<file path="src/hdl/cyc_pkg.sv">
// Shared types, register indexes and constants of the cylindrical Yee curl block.
`default_nettype none

package cyc_pkg;

    // Component selector codes.
    localparam logic [1:0] CMD_RADIAL    = 2'd0;
    localparam logic [1:0] CMD_AZIMUTHAL = 2'd1;
    localparam logic [1:0] CMD_AXIAL     = 2'd2;
    localparam logic [1:0] CMD_UNUSED    = 2'd3;

    // Configuration register indexes (byte address is four times the index).
    localparam int          CFG_AW           = 5;
    localparam logic [2:0]  REG_INNER_RADIUS = 3'd0;
    localparam logic [2:0]  REG_RADIAL_STEP  = 3'd1;
    localparam logic [2:0]  REG_INV_RADIAL   = 3'd2;
    localparam logic [2:0]  REG_INV_ANGULAR  = 3'd3;
    localparam logic [2:0]  REG_INV_AXIAL    = 3'd4;

    // Reset values of the registers.
    localparam logic [31:0] RST_INNER_RADIUS = 32'h0000_0000;
    localparam logic [31:0] RST_RADIAL_STEP  = 32'h1000_0000;
    localparam logic [31:0] RST_INV_STEP     = 32'h0000_1000;

    // Radii carry 28 fraction bits and up to 42 bits in all.
    localparam int RW = 42;

    // Quotient bits produced by the divider; larger quotients saturate.
    localparam int DIV_STEPS = 54;
    localparam int DIV_PRE   = DIV_STEPS - 28;

    // Intermediate clamp limit, 2^60.
    localparam logic [63:0] LIM64 = 64'h1000_0000_0000_0000;

    typedef struct packed {
        logic [31:0] inner_radius;
        logic [31:0] radial_step;
        logic [31:0] inv_radial;
        logic [31:0] inv_angular;
        logic [31:0] inv_axial;
    } cyc_cfg_t;

    typedef struct packed {
        logic [1:0] cmd;
        logic [8:0] ri;
        logic [7:0] aj;
        logic [8:0] zk;
    } cyc_tag_t;

    // Word handed from the operand pipeline to the divider.
    typedef struct packed {
        cyc_tag_t         tag;
        logic             use_div;
        logic             neg;
        logic             force_sat;
        logic [63:0]      offset;
        logic [RW-1:0]    divisor;
        logic [60:0]      mag;
    } cyc_div_in_t;

    // Word leaving the divider.
    typedef struct packed {
        cyc_tag_t         tag;
        logic             use_div;
        logic             neg;
        logic             force_sat;
        logic [63:0]      offset;
        logic [DIV_STEPS:0] quot;
    } cyc_div_out_t;

endpackage

`default_nettype wire

</file>
<file path="src/hdl/cyc_cfg_regs.sv">
// APB configuration registers of the curl block.
`default_nettype none

module cyc_cfg_regs (
    input  wire logic                      aclk,
    input  wire logic                      aresetn,
    input  wire logic                      psel,
    input  wire logic                      penable,
    input  wire logic                      pwrite,
    input  wire logic [cyc_pkg::CFG_AW-1:0] paddr,
    input  wire logic [31:0]               pwdata,
    output logic      [31:0]               prdata,
    output logic                           pready,
    output cyc_pkg::cyc_cfg_t              cfg
);

    logic [31:0] inner_radius_reg;
    logic [31:0] radial_step_reg;
    logic [31:0] inv_radial_reg;
    logic [31:0] inv_angular_reg;
    logic [31:0] inv_axial_reg;
    logic [2:0]  index;
    logic        wr_en;

    assign index  = paddr[cyc_pkg::CFG_AW-1:2];
    assign wr_en  = psel && penable && pwrite;
    assign pready = 1'b1;

    // Register writes in the access cycle.
    always_ff @(posedge aclk) begin
        if (!aresetn) begin
            inner_radius_reg <= cyc_pkg::RST_INNER_RADIUS;
            radial_step_reg  <= cyc_pkg::RST_RADIAL_STEP;
            inv_radial_reg   <= cyc_pkg::RST_INV_STEP;
            inv_angular_reg  <= cyc_pkg::RST_INV_STEP;
            inv_axial_reg    <= cyc_pkg::RST_INV_STEP;
        end else if (wr_en) begin
            unique case (index)
                cyc_pkg::REG_INNER_RADIUS: inner_radius_reg <= pwdata;
                cyc_pkg::REG_RADIAL_STEP:  radial_step_reg  <= pwdata;
                cyc_pkg::REG_INV_RADIAL:   inv_radial_reg   <= pwdata;
                cyc_pkg::REG_INV_ANGULAR:  inv_angular_reg  <= pwdata;
                cyc_pkg::REG_INV_AXIAL:    inv_axial_reg    <= pwdata;
                default: ;
            endcase
        end
    end

    // Read back.
    always_comb begin
        unique case (index)
            cyc_pkg::REG_INNER_RADIUS: prdata = inner_radius_reg;
            cyc_pkg::REG_RADIAL_STEP:  prdata = radial_step_reg;
            cyc_pkg::REG_INV_RADIAL:   prdata = inv_radial_reg;
            cyc_pkg::REG_INV_ANGULAR:  prdata = inv_angular_reg;
            cyc_pkg::REG_INV_AXIAL:    prdata = inv_axial_reg;
            default:                   prdata = 32'h0;
        endcase
    end

    assign cfg.inner_radius = inner_radius_reg;
    assign cfg.radial_step  = radial_step_reg;
    assign cfg.inv_radial   = inv_radial_reg;
    assign cfg.inv_angular  = inv_angular_reg;
    assign cfg.inv_axial    = inv_axial_reg;

endmodule

`default_nettype wire

</file>
<file path="config.mk">
export PLATFORM = sky130hd
export DESIGN_NAME = cyc_cfg_regs
export DESIGN_NICKNAME = d
export VERILOG_FILES = /design/src/hdl/cyc_pkg.sv /design/src/hdl/cyc_cfg_regs.sv
export SDC_FILE = /design/constraint.sdc
export NUM_CORES = 1
export LEC_CHECK = 0
export BUFFER_PORTS_ARGS = -buffer_cell sky130_fd_sc_hd__buf_2
export CORE_MARGIN = 3
export CORE_UTILIZATION = 46
export CTS_BUF_LIST = sky130_fd_sc_hd__clkbuf_16
export CTS_CLUSTER_SIZE = 24
export DETAILED_ROUTE_END_ITERATION = 7
export HOLD_SLACK_MARGIN = 0.08
export PLACE_DENSITY = 0.88
export RECOVER_POWER = 25
export SYNTH_ARGS = -nofsm -noshare
export SYNTH_HDL_FRONTEND = slang
export SYNTH_SLANG_ARGS = --single-unit
</file>
<file path="constraint.sdc">
create_clock -name aclk -period 1.2 [get_ports aclk]
set_input_delay 0.12 -clock aclk [delete_from_list [all_inputs] [get_ports aclk]]
set_output_delay 0.12 -clock aclk [all_outputs]
set_load 0.01 [all_outputs]
</file>
==> results_dict.tcl, run 1 <==
set metrics [dict create \
    drt_pass1_iterations 5 \
    core_area_mm2 0.0148 \
    powerDensity_mw_per_mm2 1120 \
    die_w_um 130 \
    violations "negative setup slack" \
    clk_pin_slew_worst_paths_ns 0.06 \
    cp-start-kind "flop" \
    antenna_found_initial 0 \
    ys_seq_elements 160 \
    max_cap_violations 0 \
    wire_per_inst_um 21.5 \
    fin_skew_ns 0 \
    fin_area_mm2 0.0106 \
    vdd_ir_drop_max_uv 1030 \
    period_share_pct 133 \
    area_growth_syn_to_layout_pct 50.4 \
    fmax_ghz 0.629 \
    antenna_left 0 \
    die_y_um 130 \
    worstRegToRegCells 3 \
    grt_start_max_net_pins 54 \
    dp_hpwl_um 15300 \
    fill_cells 1028 \
    leakagePower_uw 0.00467 \
    cp_max_fo 3 \
    nets 1071 \
    slowest_stage "dfxtp_2" \
    whs_path_depth 3 \
    drive_gt1_share_pct 47.6 \
    final-hold-violation-count 0 \
    drc_errors 0 \
    ys_types 23 \
    start_util_pct 47.7 \
    ys_seq_area_share_pct 45.5 \
    root_buffer "clkbuf_16" \
    clk-insertion-delay-late_ns 0.42 \
    finalWorstSetupSlack_ns -0.391 \
    cp_top_family "flip-flops" \
    clk_path_buf_depth 2 \
    grt-ovfl-total 0 \
    ios 235 \
    r2r_start "inv_radial_reg[4]$_SDFFE_PN0P_" \
    reg2reg_to "inv_radial_reg[4]$_SDFFE_PN0P_" \
    setup-violations-final 185 \
    wl_um 26400 \
    cp_data_arrival_time_ns 1.47 \
    hp-start "pwdata[22]" \
    r2r_slack_ns 0.37 \
    path_buf_inv 1 \
    dp_cells 1122 \
    cts_sinks 160 \
    synth_cells 721 \
    cts_tree "done" \
    rsz0062_at_grt "yes" \
    worstPathCellList "mux2_4 > a22oi_2 > o22ai_2 > buf_2" \
    hold-path-endpoint "inv_axial_reg[22]$_SDFFE_PN0P_" \
    drt_iter0_drc 497 \
    synth_largest_area_cell "dfxtp_1" \
    grt_pass1_vias 7163 \
    synth_nets 763 \
    mappedNetlistArea_mm2 0.00704 \
    h-tree-depth 4 \
    grt_pass1_wl_um 38700 \
    syn-mean-instance-area_um2 9.76 \
    gp_congestion 0.821 \
    num_antenna_cells 0 \
    multi_input_area_mm2 0.00398 \
    required_ns 1.08 \
    outcome "finished with violations" \
    end_kind "primary output" \
    cts-buffers-inserted 17 \
    timing_worst_setup_path_type "reg -> out" \
    min_period_ns 1.59 \
    synth_area_leaders "dfxtp_1, mux2i_1, nand2_1" \
    track_usage_pct 29.3 \
    slowest_delay_ns 0.33 \
    dieArea_mm2 0.0168 \
    placed_area_mm2 0.00899 \
    num_vias 7158 \
    via_per_inst 5.84 \
    final_util_pct 71.8 \
    yosys_warnings 0 \
    seq_area_mm2 0.00328 \
    hold_path_class "in -> reg" \
    slew_viol_final 0 \
    cp.depth 4 \
    stdcell_count 1225 \
    rows 44 \
    synth_top_area_share_pct 45.5 \
    port_buffers 231 \
]
how the worst max path moves through the flow:
| stage | to | from |
|---|---|---|
| finish | prdata[24] | inv_radial_reg[24]$_SDFFE_PN0P_ |
| global route | prdata[24] | inv_angular_reg[24]$_SDFFE_PN0P_ |
| CTS | prdata[1] | inv_radial_reg[1]$_SDFFE_PN0P_ |
| detailed placement | radial_step_reg[4]$_SDFFE_PN0P_ | paddr[4] |
| global placement | radial_step_reg[5]$_SDFFE_PN0P_ | paddr[4] |
| floorplan | prdata[12] | paddr[2] |
power by group:
group / switching, uW / leakage (uW) / total (uW) / internal [uW]
registers: 35.7 / 0.00132 / 5390 / 5350
logic: 625 / 0.00307 / 1110 / 482
clock network: 2150 / 0.000282 / 5370 / 3220
through the flow:
| stage | setup TNS (ns) | worst slack, ns | hold WS, ns | power (uW) |
|---|---|---|---|---|
| 2_1_floorplan | -0.239 | -0.00803 | 0.285 | 5960 |
| 4_1_cts | -9.98 | -0.339 | 0.0912 | 11800 |
| 5_1_grt | -30.23 | -0.437 | 0.0933 | 12200 |
| 3_3_place_gp | -21.29 | -0.225 | 0.419 | 6370 |
| 3_5_place_dp | -27.02 | -0.283 | 0.435 | 6380 |
| 6_report | -21.01 | -0.391 | 0.106 | 11900 |
cell usage in the layout (no fill, tap or decap), drive strengths merged:
master,n
nand3,1
clkinvlp,2
nor3b,1
clkinv,7
nand4b,1
mux2,32
inv,3
nor2,2
dlygate4sd3,30
nor3,2
o22ai,32
a31oi,1
buf,301
bufinv,3
nand2,189
conb,1
and3b,1
nor2b,8
dfxtp,160
and3,2
mux2i,160
clkbuf,39
a21oi,1
a22oi,62
final cells by class:
class	instances	area share, %
inverter	1	0.0355
tap	184	2.17
clock buffer	17	4.02
multi-input combinational	496	37.6
clock inverter	14	1.41
sequential	160	30.9
timing repair buffer	353	23.8
worst register-to-register path, stage by stage, from the launching register on:
cell and delay, ns:
dfxtp_2 0.34, buf_4 0.12, nand2_1 0.06, mux2i_1 0.21
cells by family after synthesis:
kind of cell	after synthesis	share of synthesized area [%]
AND/OR/NAND/NOR	207	12.2
buffers and inverters	65	4.75
AO/OA/AOI/OAI	96	9.62
other	1	0.0533
multiplexers	192	27.9
flip-flops	160	45.5
repair_timing:
item                                   4_1_cts  5_1_grt
resized for setup                          105       26
buffers inserted                            30        9
endpoints found under the hold margin      113        0
setup endpoints to repair                   32       76
pin swaps                                   39       20
hold buffers                                30        0
cloned                                       0        3
routing by layer:
metal | vias up | share of wire, % | GRT usage (%)
li1 | 3151 | - | -
met1 | 3469 | 39 | 33.8
met2 | 446 | 50 | 50.9
met3 | 92 | 7.3 | 6.63
met4 | 0 | 4.2 | 14.7
met5 | - | 0 | 0
synth_stat cells, drive strengths merged:
| cell | number |
|---|---|
| and3 | 2 |
| nand4b | 1 |
| mux2i | 160 |
| buf | 29 |
| nand2 | 189 |
| nor3 | 2 |
| o22ai | 32 |
| nor3b | 1 |
| a21oi | 1 |
| and3b | 1 |
| nand3 | 1 |
| inv | 1 |
| clkbuf | 35 |
| dfxtp | 160 |
| a22oi | 62 |
| conb | 1 |
| nor2b | 8 |
| a31oi | 1 |
| nor2 | 2 |
| mux2 | 32 |
(Power assumes the default switching activity.)
==> run 2: changes to the inputs <==
--- a/config.mk
+++ b/config.mk
@@ -6,13 +6,15 @@
 export NUM_CORES = 1
 export LEC_CHECK = 0
 export BUFFER_PORTS_ARGS = -buffer_cell sky130_fd_sc_hd__buf_2
+export CELL_PAD_IN_SITES_DETAIL_PLACEMENT = 1
+export CELL_PAD_IN_SITES_GLOBAL_PLACEMENT = 1
 export CORE_MARGIN = 3
-export CORE_UTILIZATION = 46
+export CORE_UTILIZATION = 34
 export CTS_BUF_LIST = sky130_fd_sc_hd__clkbuf_16
 export CTS_CLUSTER_SIZE = 24
 export DETAILED_ROUTE_END_ITERATION = 7
 export HOLD_SLACK_MARGIN = 0.08
-export PLACE_DENSITY = 0.88
+export PLACE_DENSITY = 0.87
 export RECOVER_POWER = 25
 export SYNTH_ARGS = -nofsm -noshare
 export SYNTH_HDL_FRONTEND = slang
==> results_dict.tcl, run 2 (synthesis results as in run 1) <==
set metrics [dict create \
    die_w_um 150 \
    end_kind "primary output" \
    outcome "finished with violations" \
    grt_start_max_net_pins 57 \
    antenna_found_initial 0 \
    cts-buffers-inserted 17 \
    area_growth_syn_to_layout_pct 48.7 \
    vdd_ir_drop_max_uv 920 \
    cp-start-kind "flop" \
    via_per_inst 5.31 \
    min_period_ns 1.58 \
    tightest_slew_ns 0.583 \
    fmax_ghz 0.632 \
    start_util_pct 34.7 \
    port_buffers 231 \
    placed_area_mm2 0.00932 \
    max_cap_violations 0 \
    finalWorstSetupSlack_ns -0.383 \
    fin_skew_ns 0 \
    root_buffer "clkbuf_16" \
    grt-ovfl-total 0 \
    final_util_pct 51.6 \
    hold_path_class "in -> reg" \
    powerDensity_mw_per_mm2 1100 \
    hold_ws_ns 0.0959 \
    p_total_uw 11500 \
    cp_max_fo 2 \
    final_cell_mix "buf_2, nand2_1, mux2i_1" \
    cp_data_arrival_time_ns 1.46 \
    cts_tree "done" \
    core_area_mm2 0.0203 \
    timing_worst_setup_path_type "reg -> out" \
    worstPathCellList "mux2_4 > a22oi_2 > o22ai_2 > buf_2" \
    drt_iter0_drc 262 \
    final-hold-violation-count 0 \
    cts_sinks 160 \
    wire_per_inst_um 21.8 \
    drc_errors 0 \
    relSlewSlack_pct 61.2 \
    nets 1080 \
    slowest_delay_ns 0.33 \
    clk_path_buf_depth 2 \
    gp_congestion 0.792 \
    num_antenna_cells 0 \
    rows 52 \
    track_usage_pct 24.7 \
    violations "negative setup slack" \
    rsz0062_at_grt "yes" \
    grt_pass1_vias 7595 \
    post-place-ws_ns -0.266 \
    num_vias 7015 \
    ios 235 \
    period_share_pct 132 \
    path_buf_inv 1 \
    grt_pass1_wl_um 43000 \
    fin_area_mm2 0.0105 \
    slew_viol_final 0 \
    drt_pass1_iterations 4 \
    slowest_stage "dfxtp_2" \
    final_common_cell "buf_2" \
    setup-violations-final 41 \
    cp_top_family "flip-flops" \
    clk_pin_slew_worst_paths_ns 0.07 \
    clk-insertion-delay-late_ns 0.42 \
    drive_gt1_share_pct 49.0 \
    required_ns 1.08 \
    leakagePower_uw 0.00467 \
    die_y_um 150 \
    antenna_left 0 \
    dieArea_mm2 0.0225 \
    h-tree-depth 4 \
    wl_um 28700 \
    dp_hpwl_um 18600 \
]
## run 2: cell count changes in the layout (fill, tap and decap cells not counted), moves of 10 or more
cell      before  now
buf_4         64   80
buf_12        21   11
buf_2        209  226
clkbuf_1      18    2
## run 2: cell type report
type,count,area [um^2]
Fill cell,2328,9830
Multi-Input combinational cell,496,3950
Sequential cell,160,3270
Timing Repair Buffer,362,2370
Clock buffer,17,425
Tap cell,270,338
Clock inverter,15,113
Inverter,1,3.75
## run 2: per-stage QoR
stage                     TNS [ns]  cells
final                       -10.74   1321
after global routing        -13.51   1321
after CTS                   -11.32   1321
after detailed placement    -28.79   1240
after global placement      -20.97   1240
after floorplan             -0.239    721
## run 2: power breakdown
group | total (uW) | internal (uW) | switching (uW)
clock | 5110 | 2660 | 2450
sequential | 5380 | 5350 | 34.0
combinational | 1020 | 409 | 614
## run 2: final timing paths
check / startpoint / to / slack (ns) / depth (start not counted)
hold / removal: pwdata[16] / inv_angular_reg[16]$_SDFFE_PN0P_ / 0.1 / 3
setup reg to reg: inv_axial_reg[5]$_SDFFE_PN0P_ / inv_axial_reg[5]$_SDFFE_PN0P_ / 0.36 / 2
hold reg to reg: inv_angular_reg[26]$_SDFFE_PN0P_ / inv_angular_reg[26]$_SDFFE_PN0P_ / 0.47 / 2
setup / recovery: inv_radial_reg[17]$_SDFFE_PN0P_ / prdata[17] / -0.38 / 4
## run 2: routing by layer
metal	vias to the layer above	part of all wire [%]	GRT usage (%)
met2	257	51	42.6
li1	3162	-	-
met3	67	5.3	5.45
met4	0	3.0	10.7
met1	3529	41	29.6
met5	-	0	0
## run 2: worst reg2reg max path: cells and delay by family (launching register included)
kind,cells,cell delay (ns)
flops,1,0.41
mux,1,0.23
simple gates,1,0.10
## run 2: repair_timing
action,4_1_cts,5_1_grt
buffers inserted,20,4
resized for setup,75,37
cloned,0,0
hold endpoints to repair,113,2
hold buffers,29,1
endpoints found under the setup margin,32,37
pin swaps,31,20
==> run 3: changes to the inputs <==
--- a/config.mk
+++ b/config.mk
@@ -9,12 +9,12 @@
 export CELL_PAD_IN_SITES_DETAIL_PLACEMENT = 1
 export CELL_PAD_IN_SITES_GLOBAL_PLACEMENT = 1
 export CORE_MARGIN = 3
-export CORE_UTILIZATION = 34
+export CORE_UTILIZATION = 41
 export CTS_BUF_LIST = sky130_fd_sc_hd__clkbuf_16
 export CTS_CLUSTER_SIZE = 24
 export DETAILED_ROUTE_END_ITERATION = 7
 export HOLD_SLACK_MARGIN = 0.08
-export PLACE_DENSITY = 0.87
+export PLACE_DENSITY = 0.95
 export RECOVER_POWER = 25
 export SYNTH_ARGS = -nofsm -noshare
 export SYNTH_HDL_FRONTEND = slang
==> constraint.sdc (replaced) <==
create_clock -name aclk -period 1.88 [get_ports aclk]
set_input_delay 0.188 -clock aclk [delete_from_list [all_inputs] [get_ports aclk]]
set_output_delay 0.188 -clock aclk [all_outputs]
set_load 0.01 [all_outputs]
==> results_dict.tcl, run 3 (synthesis results as in run 1) <==
set metrics [dict create \
    outcome "completed" \
    finalWorstSetupSlack_ns 0.189 \
    dp_cells 1140 \
    clk_path_buf_depth 2 \
    cts_sinks 160 \
    clkPwrFrac_pct 46.7 \
    placed_area_mm2 0.00855 \
    stdcell_count 1174 \
    clk-insertion-delay-late_ns 0.42 \
    leakagePower_uw 0.00398 \
    dieArea_mm2 0.0188 \
    start_util_pct 42.1 \
    ios 235 \
    core_area_mm2 0.0167 \
    drt_pass1_iterations 5 \
    num_vias 6614 \
    h-tree-depth 4 \
    antenna_left 0 \
    final-hold-violation-count 0 \
    cp_max_fo 29 \
    wire_per_inst_um 21.7 \
    p_seq_share_pct 46.5 \
    required_ns 1.69 \
    timing_worst_setup_path_type "in -> out" \
    die_y_um 137 \
    powerDensity_mw_per_mm2 819 \
    wl_um 25500 \
    num_antenna_cells 0 \
    setup-violations-final 0 \
    clk_pin_slew_worst_paths_ns 0.06 \
    drive_gt1_share_pct 32.8 \
    gp_congestion 0.768 \
    fin_skew_ns 0 \
    antenna_found_initial 0 \
    post_cts_resize_count 0 \
    via_per_inst 5.63 \
    hold_ws_ns 0.129 \
    final_cell_mix "buf_2, nand2_1, mux2i_1, dfxtp_1, a22oi_1" \
    final_common_cell "buf_2" \
    fill_cells 1984 \
    track_usage_pct 26.7 \
    cp-start-kind "input port" \
    grt-ovfl-total 0 \
    max_cap_violations 0 \
    ctsHoldBuffers 2 \
    end_kind "primary output" \
    slew_viol_final 0 \
    nets 983 \
    post_cts_buffers 0 \
    grt_start_max_net_pins 65 \
    rsz0062_at_grt "no" \
    fmax_ghz 0.591 \
    die_w_um 137 \
    drc_errors 0 \
    hold_path_class "in -> reg" \
    drt_iter0_drc 323 \
    port_buffers 231 \
    tightest_slew_ns 0.986 \
    rows 47 \
    vdd_ir_drop_max_uv 588 \
    fin_area_mm2 0.00902 \
    post-place-ws_ns 0.253 \
    internal-power_uw 5560 \
    grt_pass1_wl_um 39100 \
    relSlewSlack_pct 34.3 \
    power_switching_uw 1830 \
    p_sw_share_pct 24.8 \
    comb_power_share_pct 6.8 \
    area_growth_syn_to_layout_pct 28.2 \
    cts-buffers-inserted 17 \
    fin_setup_tns_ns 0 \
    cts_tree "done" \
    min_period_ns 1.69 \
    dp_hpwl_um 17200 \
    grt_pass1_vias 7035 \
    cp_data_arrival_time_ns 1.50 \
    period_share_pct 89.9 \
    root_buffer "clkbuf_16" \
]
run 3: cell types whose count changed in the layout (fill, tap and decap cells not counted), moves of 8 or more:
cell           delta
mux2_2           +23
o22ai_1          +32
buf_4            -61
clkbuf_4          -8
a22oi_2          -31
dfxtp_2          -50
dfxtp_1          +50
dlygate4sd3_1    -27
clkbuf_1         +14
a22oi_1          +31
buf_2             -9
o22ai_2          -32
mux2_4           -23
run 3: final timing paths:
path | slack, ns | end | cells after the start | start
max | 0.19 | prdata[12] | 7 | paddr[2]
min | 0.13 | inv_axial_reg[29]$_SDFFE_PN0P_ | 3 | pwdata[29]
max reg2reg | 1.14 | inner_radius_reg[9]$_SDFFE_PN0P_ | 2 | inner_radius_reg[9]$_SDFFE_PN0P_
min reg2reg | 0.48 | radial_step_reg[7]$_SDFFE_PN0P_ | 2 | radial_step_reg[7]$_SDFFE_PN0P_
run 3: power by group through the flow:
stage               Combinational, uW  Sequential (uW)  Clock [uW]
CTS                               508             3440        3500
detailed placement                499             3510           0
global route                      535             3440        3660
global placement                  484             3510           0
floorplan                         263             3520           0
finish                            503             3440        3450
run 3: per-layer routing:
metal | global-route usage (%) | vias to the layer above | part of all wire (%)
met5 | 0 | - | 0
met2 | 46.2 | 279 | 50
met4 | 12.6 | 0 | 2.9
met3 | 6.51 | 65 | 7.2
li1 | - | 2976 | -
met1 | 31.0 | 3294 | 39
run 3: area by class of cell:
| type | count | area (um^2) | area share [%] |
|---|---|---|---|
| well taps | 220 | 275 | 3.05 |
| flip-flops and latches | 160 | 3200 | 35.5 |
| repair buffers | 265 | 1460 | 16.2 |
| clock buffers | 17 | 425 | 4.71 |
| inverters | 1 | 3.75 | 0.0416 |
| multi-input cells | 496 | 3500 | 38.8 |
| clock inverters | 15 | 156 | 1.73 |
run 3: critical path, cell delays in order:
cell	delay [ns]
clkbuf_1	0.16
buf_12	0.25
nor2b_4	0.22
buf_12	0.21
a22oi_1	0.09
o22ai_1	0.19
buf_2	0.17
run 3: through the flow:
step / total power [uW] / utilization [%]
after floorplan: 3780 / -
after global placement: 3990 / 51.2
after detailed placement: 4010 / 51.2
after CTS: 7450 / 54.8
after global routing: 7630 / 54.0
final: 7390 / 54.0
